`src/hdl/srd_pkg.sv`:
```
`default_nettype none
package srd_pkg;

  // Dead-zone register width and reset values.
  localparam int unsigned DZ_BITS = 15;
  localparam logic [DZ_BITS-1:0] LEFT_DZ_RESET = 15'd7849;
  localparam logic [DZ_BITS-1:0] RIGHT_DZ_RESET = 15'd8689;

  // Output format: Q1.15, full deflection is Q_ONE.
  localparam int unsigned OUT_BITS = 16;
  localparam logic [OUT_BITS-1:0] Q_ONE = 16'd32767;

  // Number of quotient bits produced by the divider chain.
  localparam int unsigned QUO_BITS = 16;

  // Configuration register indexes.
  typedef enum logic [0:0] {
    REG_LEFT_DZ  = 1'b0,
    REG_RIGHT_DZ = 1'b1
  } cfg_reg_t;

endpackage
`default_nettype wire

```
`src/hdl/srd_div_cell.sv`:
```
`default_nettype none
// One restoring division step for both axes against a shared divisor.
module srd_div_cell #(
  parameter int unsigned CW     = 56,
  parameter int unsigned SHIFT  = 0,
  parameter int unsigned SIDE_W = 3
) (
  input  wire logic                          clk,
  input  wire logic                          rst,
  input  wire logic                          en,
  input  wire logic                          in_valid,
  input  wire logic [CW-1:0]                 in_rem_x,
  input  wire logic [CW-1:0]                 in_rem_y,
  input  wire logic [CW-1:0]                 in_div,
  input  wire logic [srd_pkg::QUO_BITS-1:0]  in_q_x,
  input  wire logic [srd_pkg::QUO_BITS-1:0]  in_q_y,
  input  wire logic [SIDE_W-1:0]             in_side,
  output logic                               valid,
  output logic [CW-1:0]                      rem_x,
  output logic [CW-1:0]                      rem_y,
  output logic [CW-1:0]                      div,
  output logic [srd_pkg::QUO_BITS-1:0]       q_x,
  output logic [srd_pkg::QUO_BITS-1:0]       q_y,
  output logic [SIDE_W-1:0]                  side
);

  logic [CW-1:0] trial;
  logic          ge_x;
  logic          ge_y;

  // Compare each remainder with the divisor at this cell's bit weight.
  always_comb begin
    trial = in_div << SHIFT;
    ge_x  = (in_rem_x >= trial);
    ge_y  = (in_rem_y >= trial);
  end

  always_ff @(posedge clk) begin
    if (rst) begin
      valid <= 1'b0;
    end else if (en) begin
      valid <= in_valid;
    end
  end

  always_ff @(posedge clk) begin
    if (en) begin
      rem_x <= ge_x ? (in_rem_x - trial) : in_rem_x;
      rem_y <= ge_y ? (in_rem_y - trial) : in_rem_y;
      div   <= in_div;
      q_x   <= {in_q_x[srd_pkg::QUO_BITS-2:0], ge_x};
      q_y   <= {in_q_y[srd_pkg::QUO_BITS-2:0], ge_y};
      side  <= in_side;
    end
  end

endmodule
`default_nettype wire

```
`config.mk`:
```
export PLATFORM = sky130hd
export DESIGN_NAME = srd_div_cell
export DESIGN_NICKNAME = d
export VERILOG_FILES = /design/src/hdl/srd_pkg.sv /design/src/hdl/srd_div_cell.sv
export SDC_FILE = /design/constraint.sdc
export NUM_CORES = 1
export LEC_CHECK = 0
export ABC_AREA = 0
export ABC_CLOCK_PERIOD_IN_PS = 4800
export BUFFER_PORTS_ARGS = -buffer_cell sky130_fd_sc_hd__buf_2
export CAP_MARGIN = 20
export CORE_MARGIN = 2
export CORE_UTILIZATION = 57
export DETAILED_ROUTE_END_ITERATION = 16
export PLACE_DENSITY = 0.87
export SYNTH_ARGS = -nofsm -noshare
export SYNTH_HDL_FRONTEND = slang
export SYNTH_SLANG_ARGS = --single-unit
```
`constraint.sdc`:
```
create_clock -name clk -period 4.8 [get_ports clk]
set_input_delay 0.48 -clock clk [delete_from_list [all_inputs] [get_ports clk]]
set_output_delay 0.48 -clock clk [all_outputs]
set_load 0.005 [all_outputs]
```
# Yosys cells after proc, flatten, opt, wreduce, memory -nomap -nowiden
# Index checks and enable logic that the tools add are counted.
[totals]
reg_bits = 204
inputBits = 207
output_inout_bits = 204
[classes]
n_addsub = 2
n_mux = 2
order_cmp = 2
[ops]
columns = ["cell", "count"]
rows = [
  ["$ge A56 B56 Y1", 2],
  ["$mux W56", 2],
  ["$sub A56 B56 Y56", 2],
]

# Depth between registers and ports, before layout
[logic_depth]
word_depth = 2
ltp_mapped = 17

# Worst setup path before layout
# OpenSTA, ideal clock, no wires.
[synth_timing]
kind = "input to register"
from = "input in_rem_y[0]"
to = "register rem_y[11] (data pin)"
slack_ps = 1399
arrival_time_ps = 3141
cell_stages = 15
path_cell_list = "inv_1 -> ha_1 -> fa_1 -> and2b_1 -> o2111ai_1 -> a21oi_1 -> o21ai_1 -> a21oi_2 -> a221oi_2 -> o211a_1 -> o21a_2 -> a21o_1 -> inv_2 -> buf_6 -> mux2_2"
[synth_between]
elab_chain_len = 2
elab_cells_between_ends = 3
cone_classes = "1 x add/sub; 1 x order compare; 1 x mux"
[synth_lines]
columns = ["item", "line_no", "text"]
rows = [
  ["start, declared", "srd_div_cell.sv:13", "input wire logic [CW-1:0] in_rem_y,"],
  ["$sub A56 B56 Y56 or $ge A56 B56 Y1 (tied branches)", "srd_div_cell.sv:49, srd_div_cell.sv:35", ""],
  ["$mux W56 (*)", "srd_div_cell.sv:49", "rem_y <= ge_y ? (in_rem_y - trial) : in_rem_y;"],
  ["end signal, assigned", "srd_div_cell.sv:49", ""],
  ["end, declared", "srd_div_cell.sv:20", "output logic [CW-1:0] rem_y,"],
]
# Every way passes the cells marked *; elsewhere a longest branch is shown, timed or not.
# A chain may end at the register's enable or synchronous reset.

# Final worst setup path
[layout_timing]
from = "input in_rem_y[0]"
to = "register rem_y[4] (data pin)"
# Same word-level chain as after synthesis.

==> flow_summary.ini <==
[outcome]
status = complete, no violations

[cells_and_area]
fin_area_um2 = 17100
fillers = 1884
layout_commonest_cell = buf_2
multi_input_area_um2 = 7320
nets = 2163
layout_common_cells = buf_2, edfxtp_1, a21oi_1
regArea_um2 = 6120
area_delta_synth_final_pct = 22.0
drive_gt1_share_pct = 26.7

[sta]
max_freq_mhz = 258
finalMaxSlewViolations = 0
fin_setup_tns_ns = 0
setup_slack_ns = 0.927
tightest_slew_ns = 0.788
setup_viol = 0
holdWs_ns = 0.123
skew_ns = 0
fin_crit_sh_pct = 80.7
relSlewSlack_pct = 47.4
layout_min_cycle_time_ns = 3.87
hold_viol = 0
rsz0062_at_grt = false

[synth]
synth_edf_count = 203
ys.warnings.count = 0
synth_cell_types = 77
yosysSeqAreaShare_pct = 43.6
ys_ff_latch = 204
syn_nets = 1779
ys_async_sr_fraction_pct = 0
avgSynthCellArea_um2 = 9.62
synth_area_um2 = 14000
ys.flop_type = edfxtp_1
synthCells = 1458

[route]
wl_per_cell_um = 19.8
viasPerCell = 5.90
postRouteAntennaNets = 0
first_pass_iters = 6
vias = 12900
drtIter0Drc = 1397
wl_um = 43500
remaining_drc_errors = 0

[cts]
htreeDepth = 1
cts.repair.resized = 0
clkTransAtPathRegs_ns = 0.06
clk_path_buf_depth = 3
cts.sink_count = 204
cts_tree = built
clk_latency_ns = 0.51
cts-hold-fix-buffers = 0
cts_made_buffers = 22
root_buffer = clkbuf_16
post_cts_buffers = 0

[worst_hold_path]
hold_class = in -> reg
hold_start = rst

[global_route]
grt_usage_pct = 32.1
grt_pass1_wl_um = 65600
grt_max_degree = 97
antenna_found_initial = 12
grt_pass1_vias = 12300
grt_overflow_total = 0

[flow_run]
maxCapViolations = 0

[setup_path]
cp.required_ns = 5.07
path_class = in -> reg
worst-path-max-fanout = 40
worstPathArrival_ns = 4.14
critPathLaunch = in_rem_y[0]
end_kind = flop
reg2reg_from = valid
cp-start-kind = input pin

[placed_design]
place.gp.congestion = 0.972
dp_slack_ns = 0.507
place_area_um2 = 16300
port_buffers = 408
hpwl_um = 34600

[die]
die_h_um = 161
row_count = 57
ioPinCount = 411
start_util_pct = 57.9
coreArea_um2 = 24200
die_w_um = 161
die_area_um2 = 25900

[power]
p_leak_nw = 7.69
p_per_area_nw_per_um2 = 330
peakVddDrop_v = 0.000285
total_power_w = 0.00565
==> metrics by stage <==
step / instances / util (%)
6_report: 2194 / 70.6
3_5_place_dp: 2142 / 67.4
3_3_place_gp: 2142 / 67.4
4_1_cts: 2182 / 70.5
5_1_grt: 2194 / 70.6
2_1_floorplan: 1458 / -
==> metal layers <==
layer  GRT usage [%]  part of all wire [%]  vias up  wire length [um]
met5               0                     0        -                 0
met3            5.24                   8.8       92              3830
met2            50.0                    46      672             19800
met1            45.1                    42     6032             18300
li1                -                     -     6152                 -
met4            12.8                   3.6        0              1560
==> path summary, 6_finish.rpt <==
path              endpoint  cells after the start  slack [ns]
setup / recovery  rem_y[4]                     16        0.93
hold / removal       valid                      2        0.12
setup reg to reg     valid                      2        4.19
hold reg to reg      valid                      2        0.54
==> kinds of logic after synthesis <==
kind of cell               after synthesis  share of synthesized area (%)
AOI/OAI and AO/OA                      487                           21.9
and+or+nand+nor                        386                           12.3
DFF                                    204                           43.6
buffers and inverters                  149                           4.31
adders and majority gates              114                           10.3
xor gates and xnor gates               102                           6.37
muxes                                   16                           1.26
==> Yosys cell counts (13+ instances only) <==
cell      instances  area (um^2)
a211oi_1         13         97.6
a21o_1           62          465
a21oi_1         159          796
a31oi_1          16          100
clkbuf_1         41          154
edfxtp_1        203         6100
ha_1            112         1400
inv_1            89          334
mux2_2           13          146
nand2_1         153          574
nand3_1          20          100
nand4_1          29          181
nor2_1          113          424
nor3_1           17         85.1
o21a_1           15          113
o21ai_0         110          551
o21ai_1          18         90.1
o21bai_1         22          165
xnor2_1          65          569
xor2_1           37          324
==> state kept, by name, summed over array words and instances, names as in the netlist <==
register  flops
div          56
q_x          16
q_y          16
rem_x        56
rem_y        56
side          3
valid         1
==> where the power goes <==
part | internal [W] | leakage (nW) | switching [W]
Clock | 0.00103 | 0.356 | 0.000701
Combinational | 0.000672 | 5.34 | 0.000969
Sequential | 0.00222 | 1.99 | 0.0000601
Total | 0.00392 | 7.69 | 0.00173
==> final cells by class <==
cell class | instances | area share [%]
diodes | 12 | 0.175
clock buffers | 26 | 3.43
clock inverters | 14 | 0.877
inverters | 90 | 1.97
multi-input cells | 1105 | 42.8
flip-flops and latches | 204 | 35.7
well taps | 324 | 2.37
repair buffers | 419 | 12.7
==> worst max-delay path: stages <==
cell	delay, ns
buf_2	0.09
inv_1	0.05
ha_1	0.22
fa_1	0.41
and2b_1	0.25
o2111ai_1	0.22
a21oi_1	0.24
o21ai_1	0.15
a21oi_2	0.26
a221oi_2	0.13
o211a_1	0.26
o21a_2	0.29
a21o_1	0.20
inv_2	0.23
buf_12	0.25
mux2_2	0.36
No activity file was read; power rests on OpenSTA's default activity.
