`config.mk`:
```
export PLATFORM = sky130hd
export DESIGN_NAME = srd_sqrt_cell
export DESIGN_NICKNAME = d
export VERILOG_FILES = /design/src/hdl/srd_sqrt_cell.sv
export SDC_FILE = /design/constraint.sdc
export NUM_CORES = 1
export LEC_CHECK = 0
export ABC_AREA = 1
export BUFFER_PORTS_ARGS = -buffer_cell sky130_fd_sc_hd__buf_2
export CORE_MARGIN = 2
export CORE_UTILIZATION = 40
export CTS_CLUSTER_SIZE = 14
export DETAILED_ROUTE_END_ITERATION = 7
export MAX_ROUTING_LAYER = met4
export PLACE_DENSITY = 0.69
export SYNTH_ARGS = -nofsm -noshare
export SYNTH_HDL_FRONTEND = slang
export SYNTH_SLANG_ARGS = --single-unit
```
`constraint.sdc`:
```
create_clock -name clk -period 1.85 [get_ports clk]
set_input_delay 0.37 -clock clk [delete_from_list [all_inputs] [get_ports clk]]
set_output_delay 0.37 -clock clk [all_outputs]
set_load 0.005 [all_outputs]
```
`src/hdl/srd_sqrt_cell.sv`:
```
`default_nettype none
// One digit step of a non-restoring-free square root: takes two radicand bits,
// produces one root bit and hands the partial state to the next cell.
module srd_sqrt_cell #(
  parameter int unsigned RAD_W  = 48,
  parameter int unsigned ROOT_W = 24,
  parameter int unsigned SIDE_W = 8
) (
  input  wire logic                clk,
  input  wire logic                rst,
  input  wire logic                en,
  input  wire logic                in_valid,
  input  wire logic [RAD_W-1:0]    in_rad,
  input  wire logic [ROOT_W+1:0]   in_rem,
  input  wire logic [ROOT_W-1:0]   in_root,
  input  wire logic [SIDE_W-1:0]   in_side,
  output logic                     valid,
  output logic [RAD_W-1:0]         rad,
  output logic [ROOT_W+1:0]        rem,
  output logic [ROOT_W-1:0]        root,
  output logic [SIDE_W-1:0]        side
);

  logic [ROOT_W+1:0] rem_sh;
  logic [ROOT_W+1:0] trial;
  logic              fits;

  // Bring down the next two radicand bits and try the next root bit.
  always_comb begin
    rem_sh = {in_rem[ROOT_W-1:0], in_rad[RAD_W-1 -: 2]};
    trial  = {in_root, 2'b01};
    fits   = (rem_sh >= trial);
  end

  always_ff @(posedge clk) begin
    if (rst) begin
      valid <= 1'b0;
    end else if (en) begin
      valid <= in_valid;
    end
  end

  always_ff @(posedge clk) begin
    if (en) begin
      rad  <= {in_rad[RAD_W-3:0], 2'b00};
      rem  <= fits ? (rem_sh - trial) : rem_sh;
      root <= {in_root[ROOT_W-2:0], fits};
      side <= in_side;
    end
  end

endmodule
`default_nettype wire

```
Word-level counts from Yosys, hierarchy flattened:

Index checks and enable logic that the tools add are counted.
Widths: inputs -> output; s select.

* add/subtract/negate cells: 1
* order comparisons: 1
* mux-type cells: 1

Operators with widths (number)
* $ge 26x26->1: 1
* $mux 26: 1
* $sub 26x26->26: 1

* flip-flop bits (word level): 105

Logic depth before layout (Yosys ltp):

Gate-level depths: netlist of the first run.

* word-level depth: 2
* gate-level depth with buffers: 13
* gate-level depth less buffers: 13

Worst setup path before layout of the first run:

Ideal clock, no wire load.

* kind: in2reg
* from: in in_root[15]
* to: reg rem[8] (data pin)
* library setup time: 0.253 ns
* arrival time: 1.749 ns
* data required time: 1.597 ns
* setup slack: -0.152 ns
* cell stages on the path: 11
* path through: inv_1 -> ha_1 -> nand2_2 -> inv_1 -> a21oi_1 -> nand2_1 -> a21oi_4 -> nand3_4 -> buf_6 -> nand2_1 -> o21ai_2

* word-level cells in the longest chain between the ends: 2

Ends and longest elaborated chain
* start: declaration: line 15 `input wire logic [ROOT_W-1:0] in_root,`
* $ge 26x26->1: line 32 `fits = (rem_sh >= trial);`
* $mux 26: line 46 `rem <= fits ? (rem_sh - trial) : rem_sh;`
* end signal: assignment: line 46
* end: declaration: line 19 `output logic [ROOT_W+1:0] rem,`

No other way between the ends.
A chain may end at the register's enable or synchronous reset.

Worst setup path after layout of the first run:

* from: in in_root[10]
* to: reg rem[5] (data pin)

Same word-level chain as after synthesis.

==> flow_summary.toml, run 1 <==
[die]
start_util_pct = 40.9
num_rows = 43
core-area_sq_um = 13900
die_y_microns = 123
io_pins = 217
dieArea_sq_um = 15200
chipWidth_microns = 123

[critical_path]
cp_slowest_cell = "ha_4"
critPathKind = "in2reg"
endpoint = "rem[5]"
startpoint_type = "primary input"
critPathLaunch = "in_root[10]"
required_ns = 1.96
rrSetupSlack_ns = 1.27
crit_arrival_ns = 1.85
cpMostUsedCell = "nand2_1"
rr_worst_depth = 2
worst_r2r_endpoint = "valid"
path_max_fanout = 6
crit_chain = "buf_2, inv_12, ha_4, nand2_4, inv_2, nand2_1, nand2_1, nand2_1, nand2_2, a21oi_4, nand3_4, buf_4, nand2_1, o21ai_2"
max_stage_delay_ns = 0.25
r2r-start = "valid"
crit_path_end_kind = "flop"

[synth]
synthFlopType = "edfxtp_1"
yosys-top-cells-count = "nand2_1, inv_1, edfxtp_1, nor2_1"
yosysTopAreaCell = "edfxtp_1"
synthCells = 616
ys_types = 33
synth.top_cell.area_share_pct = 55.0
ys_ff_latch = 105
synth-edff-count = 104
postSynth.asyncResetShare_pct = 0
syn_area_per_cell_sq_um = 9.21
synth.yosys.warnings = 0
ys_seq_area_share_pct = 55.4
syn_area_sq_um = 5670
yosysMostFrequentCell = "nand2_1"
synthTopCellsByArea = "edfxtp_1, nand2_1, inv_1"

[worst_hold_path]
hold_class = "in2reg"

[route]
drtIter0Drc = 310
drt_first_pass_iters = 4
drc = 0
wl_per_cell_microns = 14.4
post_drt_via_cell_ratio = 4.50
final_antenna_net_count = 0
vias = 4932
routed_wl_microns = 15700

[power_and_ir_drop]
power.leakage_nw = 4.17
peakVddDrop_v = 0.000430
p_per_area_nw_per_um2 = 765

[cts]
cts_sinks = 105
hold_buffers = 0
path_clk_slew_ns = 0.07
cts_buffer_depth = 2
clock_latency_ns = 0.35
h-tree-depth = 3
cts_buffers = 9
tritoncts = "yes"
cts_root_buffer = "clkbuf_16"

[finish]
drive_gt1_share_pct = 42.9
layout.cells.non_filler = 1096
syn_to_final_growth_pct = 45.6
diodes = 0
final_core_util_pct = 59.5
nNetsFinal = 1047

[timing]
hold_viol_final = 0
clock_skew_ns = 0
finalSetupViolations = 0
slew_violations = 0
fmaxAchievable_mhz = 575
rsz0062_at_grt = "no"
fin_crit_ns = 1.74
post-route-period-util_pct = 94.1

[placed_design]
gp_congestion = 0.941
placedCellCount = 1080
hpwl_microns = 12800
io_buffers = 212

[run]
maxCapViolations = 0

[global_routing]
grt_pass1_wl_microns = 23900
antenna_found_initial = 0
grt_pass1_vias = 4808
grt_max_degree = 27
gr-total-overflow = 0
grtUsageTotal_pct = 21.4

[outcome]
status = "complete, no violations"
==> power breakdown <==
part	switching [W]	internal, W	total [W]
logic	0.000834	0.000752	0.00159
registers	0.0000595	0.00288	0.00294
clock network	0.000863	0.000927	0.00179
==> layer usage <==
metal	global-route usage, %	vias up	share of wire [%]
li1	-	2557	-
met1	25.5	2197	42
met2	37.0	159	49
met3	4.24	19	6.8
met4	5.54	0	1.7
met5	-	-	0
==> layout make-up <==
class / count / area (sq um)
fillers: 1239 / 5620
flip-flops and latches: 105 / 3140
multi-input cells: 375 / 2390
repair buffers: 291 / 1740
inverters: 129 / 497
clock buffers: 11 / 233
well taps: 180 / 225
clock inverters: 5 / 38.8
==> how the worst min path moves through the flow <==
stage / start / endpoint / slack (ns) / cells past startpoint
detailed placement: valid / valid / 0.49 / 2
CTS: rst / valid / 0.16 / 2
global route: rst / valid / 0.16 / 2
finish: rst / valid / 0.17 / 2
global placement: valid / valid / 0.47 / 2
floorplan: rst / valid / 0.44 / 1
==> worst max-delay path: cells and delay by family <==
kind	cells	cell delay, ns
buffers and inverters	4	0.43
adders and majority gates	1	0.25
and+or+nand+nor	7	0.56
AOI/OAI and AO/OA	2	0.23
==> repair_timing <==
item,in CTS,in global routing
gates resized for setup,0,8
setup endpoints to repair,0,10
endpoints found under the hold margin,0,0
buffers inserted,0,0
==> state kept, by name (all words and copies together) (netlist names) <==
register  cells
side          8
valid         1
rad          46
rem          26
root         24
==> through the flow <==
step / cell area, sq um / setup WS [ns] / hold slack, ns / setup TNS (ns) / power, W
after floorplan: 6070 / -0.0335 / 0.442 / -0.626 / 0.00379
after global placement: 7960 / -0.325 / 0.471 / -6.03 / 0.00455
after detailed placement: 7960 / -0.317 / 0.489 / -6.47 / 0.00459
after CTS: 8230 / 0.0469 / 0.162 / 0 / 0.00638
after global routing: 8260 / 0.00429 / 0.163 / 0 / 0.00667
final: 8260 / 0.110 / 0.169 / 0 / 0.00632
==> kinds of logic (layout without fill, tap and decap cells) <==
kind of cell	after synthesis	in the layout	synth area share [%]
AO/OA/AOI/OAI	28	28	3.29
XOR/XNOR	14	14	2.16
adder cells (fa/ha/maj)	26	26	5.73
buffers and inverters	137	436	9.61
flip-flops	105	105	55.4
multiplexers	1	1	0.176
other	1	2	0.0661
AND/OR/NAND/NOR	304	304	23.6
==> layout by cell type, fill, tap and decap left out, drive strengths merged <==
master    instances
buf             291
nand2           211
inv             132
edfxtp          104
nor2             34
nand3            29
ha               26
nand4            23
a21oi            14
xor2             13
o21ai            12
clkbuf           11
nand3b            4
o21bai            2
conb              2
nor3b             1
or2               1
and2              1
xnor2             1
mux2i             1
clkinv            1
clkinvlp          1
dfxtp             1
(Power assumes the default switching activity.)
==> inputs of run 2 (changes only) <==
- PLACE_DENSITY: 0.69 -> 0.7
==> run 2 against run 1 <==
  * First-iteration DRC count shrank 15%
  * Sequential power is essentially flat
  * Routed wire length shrank 0.79%
  * Clock-buffer cell count shrank 1
  * Final area shrank 0.53%
  * Non-clock buffer count shrank 8
  * Register-to-register slack is essentially flat
  * Critical path type unchanged
  * Largest power group unchanged
==> flow_summary.toml, run 2 (same netlist as run 1, synthesis figures left out) <==
[outcome]
status = "complete, no violations"

[finish]
multi_input_area_sq_um = 2390
largest-register = "rad"
layout_common_cells = "buf_2, nand2_1, inv_1, edfxtp_1, buf_4"
fillers = 1245
final_common_cell = "buf_2"
regArea_sq_um = 3140
nNetsFinal = 1039
top_regs = "rad x46, rem x26, root x24"
largest_reg_flops = 46
syn_to_final_growth_pct = 44.8
drive_gt1_share_pct = 42.6

[critical_path]
crit_path_end_kind = "flop"
cpMostUsedCell = "nand2_1"
critPathTopFamily = "simple AND/OR/NAND/NOR gates"
crit_arrival_ns = 1.83
cp_num_buf_inv = 4
crit_chain = "buf_2, inv_12, ha_4, nand2_4, inv_2, nand2_1, nand2_1, nand2_1, nand2_2, a21oi_4, nand3_4, buf_4, nand3_2, nand2_1"
max_stage_delay_ns = 0.25
required_ns = 1.96
critPathKind = "in2reg"
path_max_fanout = 8
cp_slowest_cell = "ha_4"
startpoint_type = "primary input"

[route]
vias = 4909
post_drt_via_cell_ratio = 4.50
drt_first_pass_iters = 4
wl_per_cell_microns = 14.3
final_antenna_net_count = 0
drtIter0Drc = 265
routed_wl_microns = 15600
drc = 0

[timing]
finalWorstSetupSlack_ns = 0.127
fmaxAchievable_mhz = 581
fin_crit_ns = 1.72
hold_viol_final = 0
rsz0062_at_grt = "no"
finalSetupViolations = 0
slew_violations = 0
clock_skew_ns = 0
post-route-period-util_pct = 93.1

[cts]
cts_root_buffer = "clkbuf_16"
hold_buffers = 0
h-tree-depth = 3
cts_buffer_depth = 2
cts_buffers = 9
tritoncts = "yes"
cts_sinks = 105
path_clk_slew_ns = 0.07
clock_latency_ns = 0.35

[global_routing]
grt_pass1_vias = 4688
antenna_found_initial = 2
grt_max_degree = 54
grtUsageTotal_pct = 20.9
grt_pass1_wl_microns = 23100
gr-total-overflow = 0

[worst_hold_path]
hold_class = "in2reg"

[power_and_ir_drop]
power.leakage_nw = 4.14
p_per_area_nw_per_um2 = 787
peakVddDrop_v = 0.000415
total_power_w = 0.00646

[placed_design]
io_buffers = 212
gp_congestion = 0.976
hpwl_microns = 12600
place_ws_ns = -0.303

[die]
num_rows = 43
io_pins = 217
chipWidth_microns = 123
dieArea_sq_um = 15200
start_util_pct = 40.9
core-area_sq_um = 13900
die_y_microns = 123

[run]
maxCapViolations = 0
[run 2: changes by cell type in the layout (fill, tap and decap cells not counted), sizes merged]
cell	delta
clkinv	+1
clkbuf	-1
bufinv	+1
diode	+2
buf	-8
inv	-1
[run 2: through the flow]
| stage | setup TNS [ns] | utilization [%] | instances | cell area (sq um) | hold slack (ns) |
|---|---|---|---|---|---|
| 5_1_grt | 0 | 59.2 | 1090 | 8220 | 0.171 |
| 3_5_place_dp | -6.19 | 56.8 | 1072 | 7880 | 0.501 |
| 3_3_place_gp | -5.78 | 56.8 | 1072 | 7880 | 0.470 |
| 6_report | 0 | 59.2 | 1090 | 8220 | 0.165 |
| 2_1_floorplan | -0.626 | - | 617 | 6070 | 0.442 |
| 4_1_cts | 0 | 58.9 | 1088 | 8180 | 0.161 |
[run 2: worst paths after layout]
kind                                  start  endpoint  slack, ns  cells past startpoint
worst max-delay path            in_root[10]   rem[18]       0.13                     14
worst min register to register        valid     valid       0.51                      2
worst min-delay path                    rst     valid       0.17                      2
worst max register to register        valid     valid       1.26                      2
[run 2: what timing repair did]
item                                    in CTS  in global routing
endpoints found under the setup margin       0                 10
resized for setup                            0                  8
buffers inserted                             0                  0
[run 2: area by class of cell]
class                      instances  share of cell area [%]
antenna                            2                  0.0609
tap                              180                    2.74
clock buffer                      10                    2.79
sequential                       105                    38.2
clock inverter                     6                   0.822
timing repair buffer             283                    20.2
inverter                         129                    6.04
multi-input combinational        375                    29.1
[run 2: power breakdown]
group | leakage, nW | switching [W] | internal, W | total (W)
clock network | 0.145 | 0.000896 | 0.00106 | 0.00196
registers | 1.03 | 0.0000579 | 0.00288 | 0.00294
logic | 2.97 | 0.000832 | 0.000733 | 0.00157
total | 4.14 | 0.00179 | 0.00468 | 0.00646
[run 2: metal layers]
layer | up-vias | GRT usage (%) | share of wire (%)
met1 | 2205 | 24.0 | 41
met2 | 143 | 36.5 | 50
met5 | - | - | 0
met4 | 0 | 6.96 | 1.6
li1 | 2543 | - | -
met3 | 18 | 4.43 | 7.0
[run 2: worst reg2reg max path: stages (launching register included)]
cell and delay [ns]:
dfxtp_1 0.31, mux2i_1 0.13, nor2_1 0.05
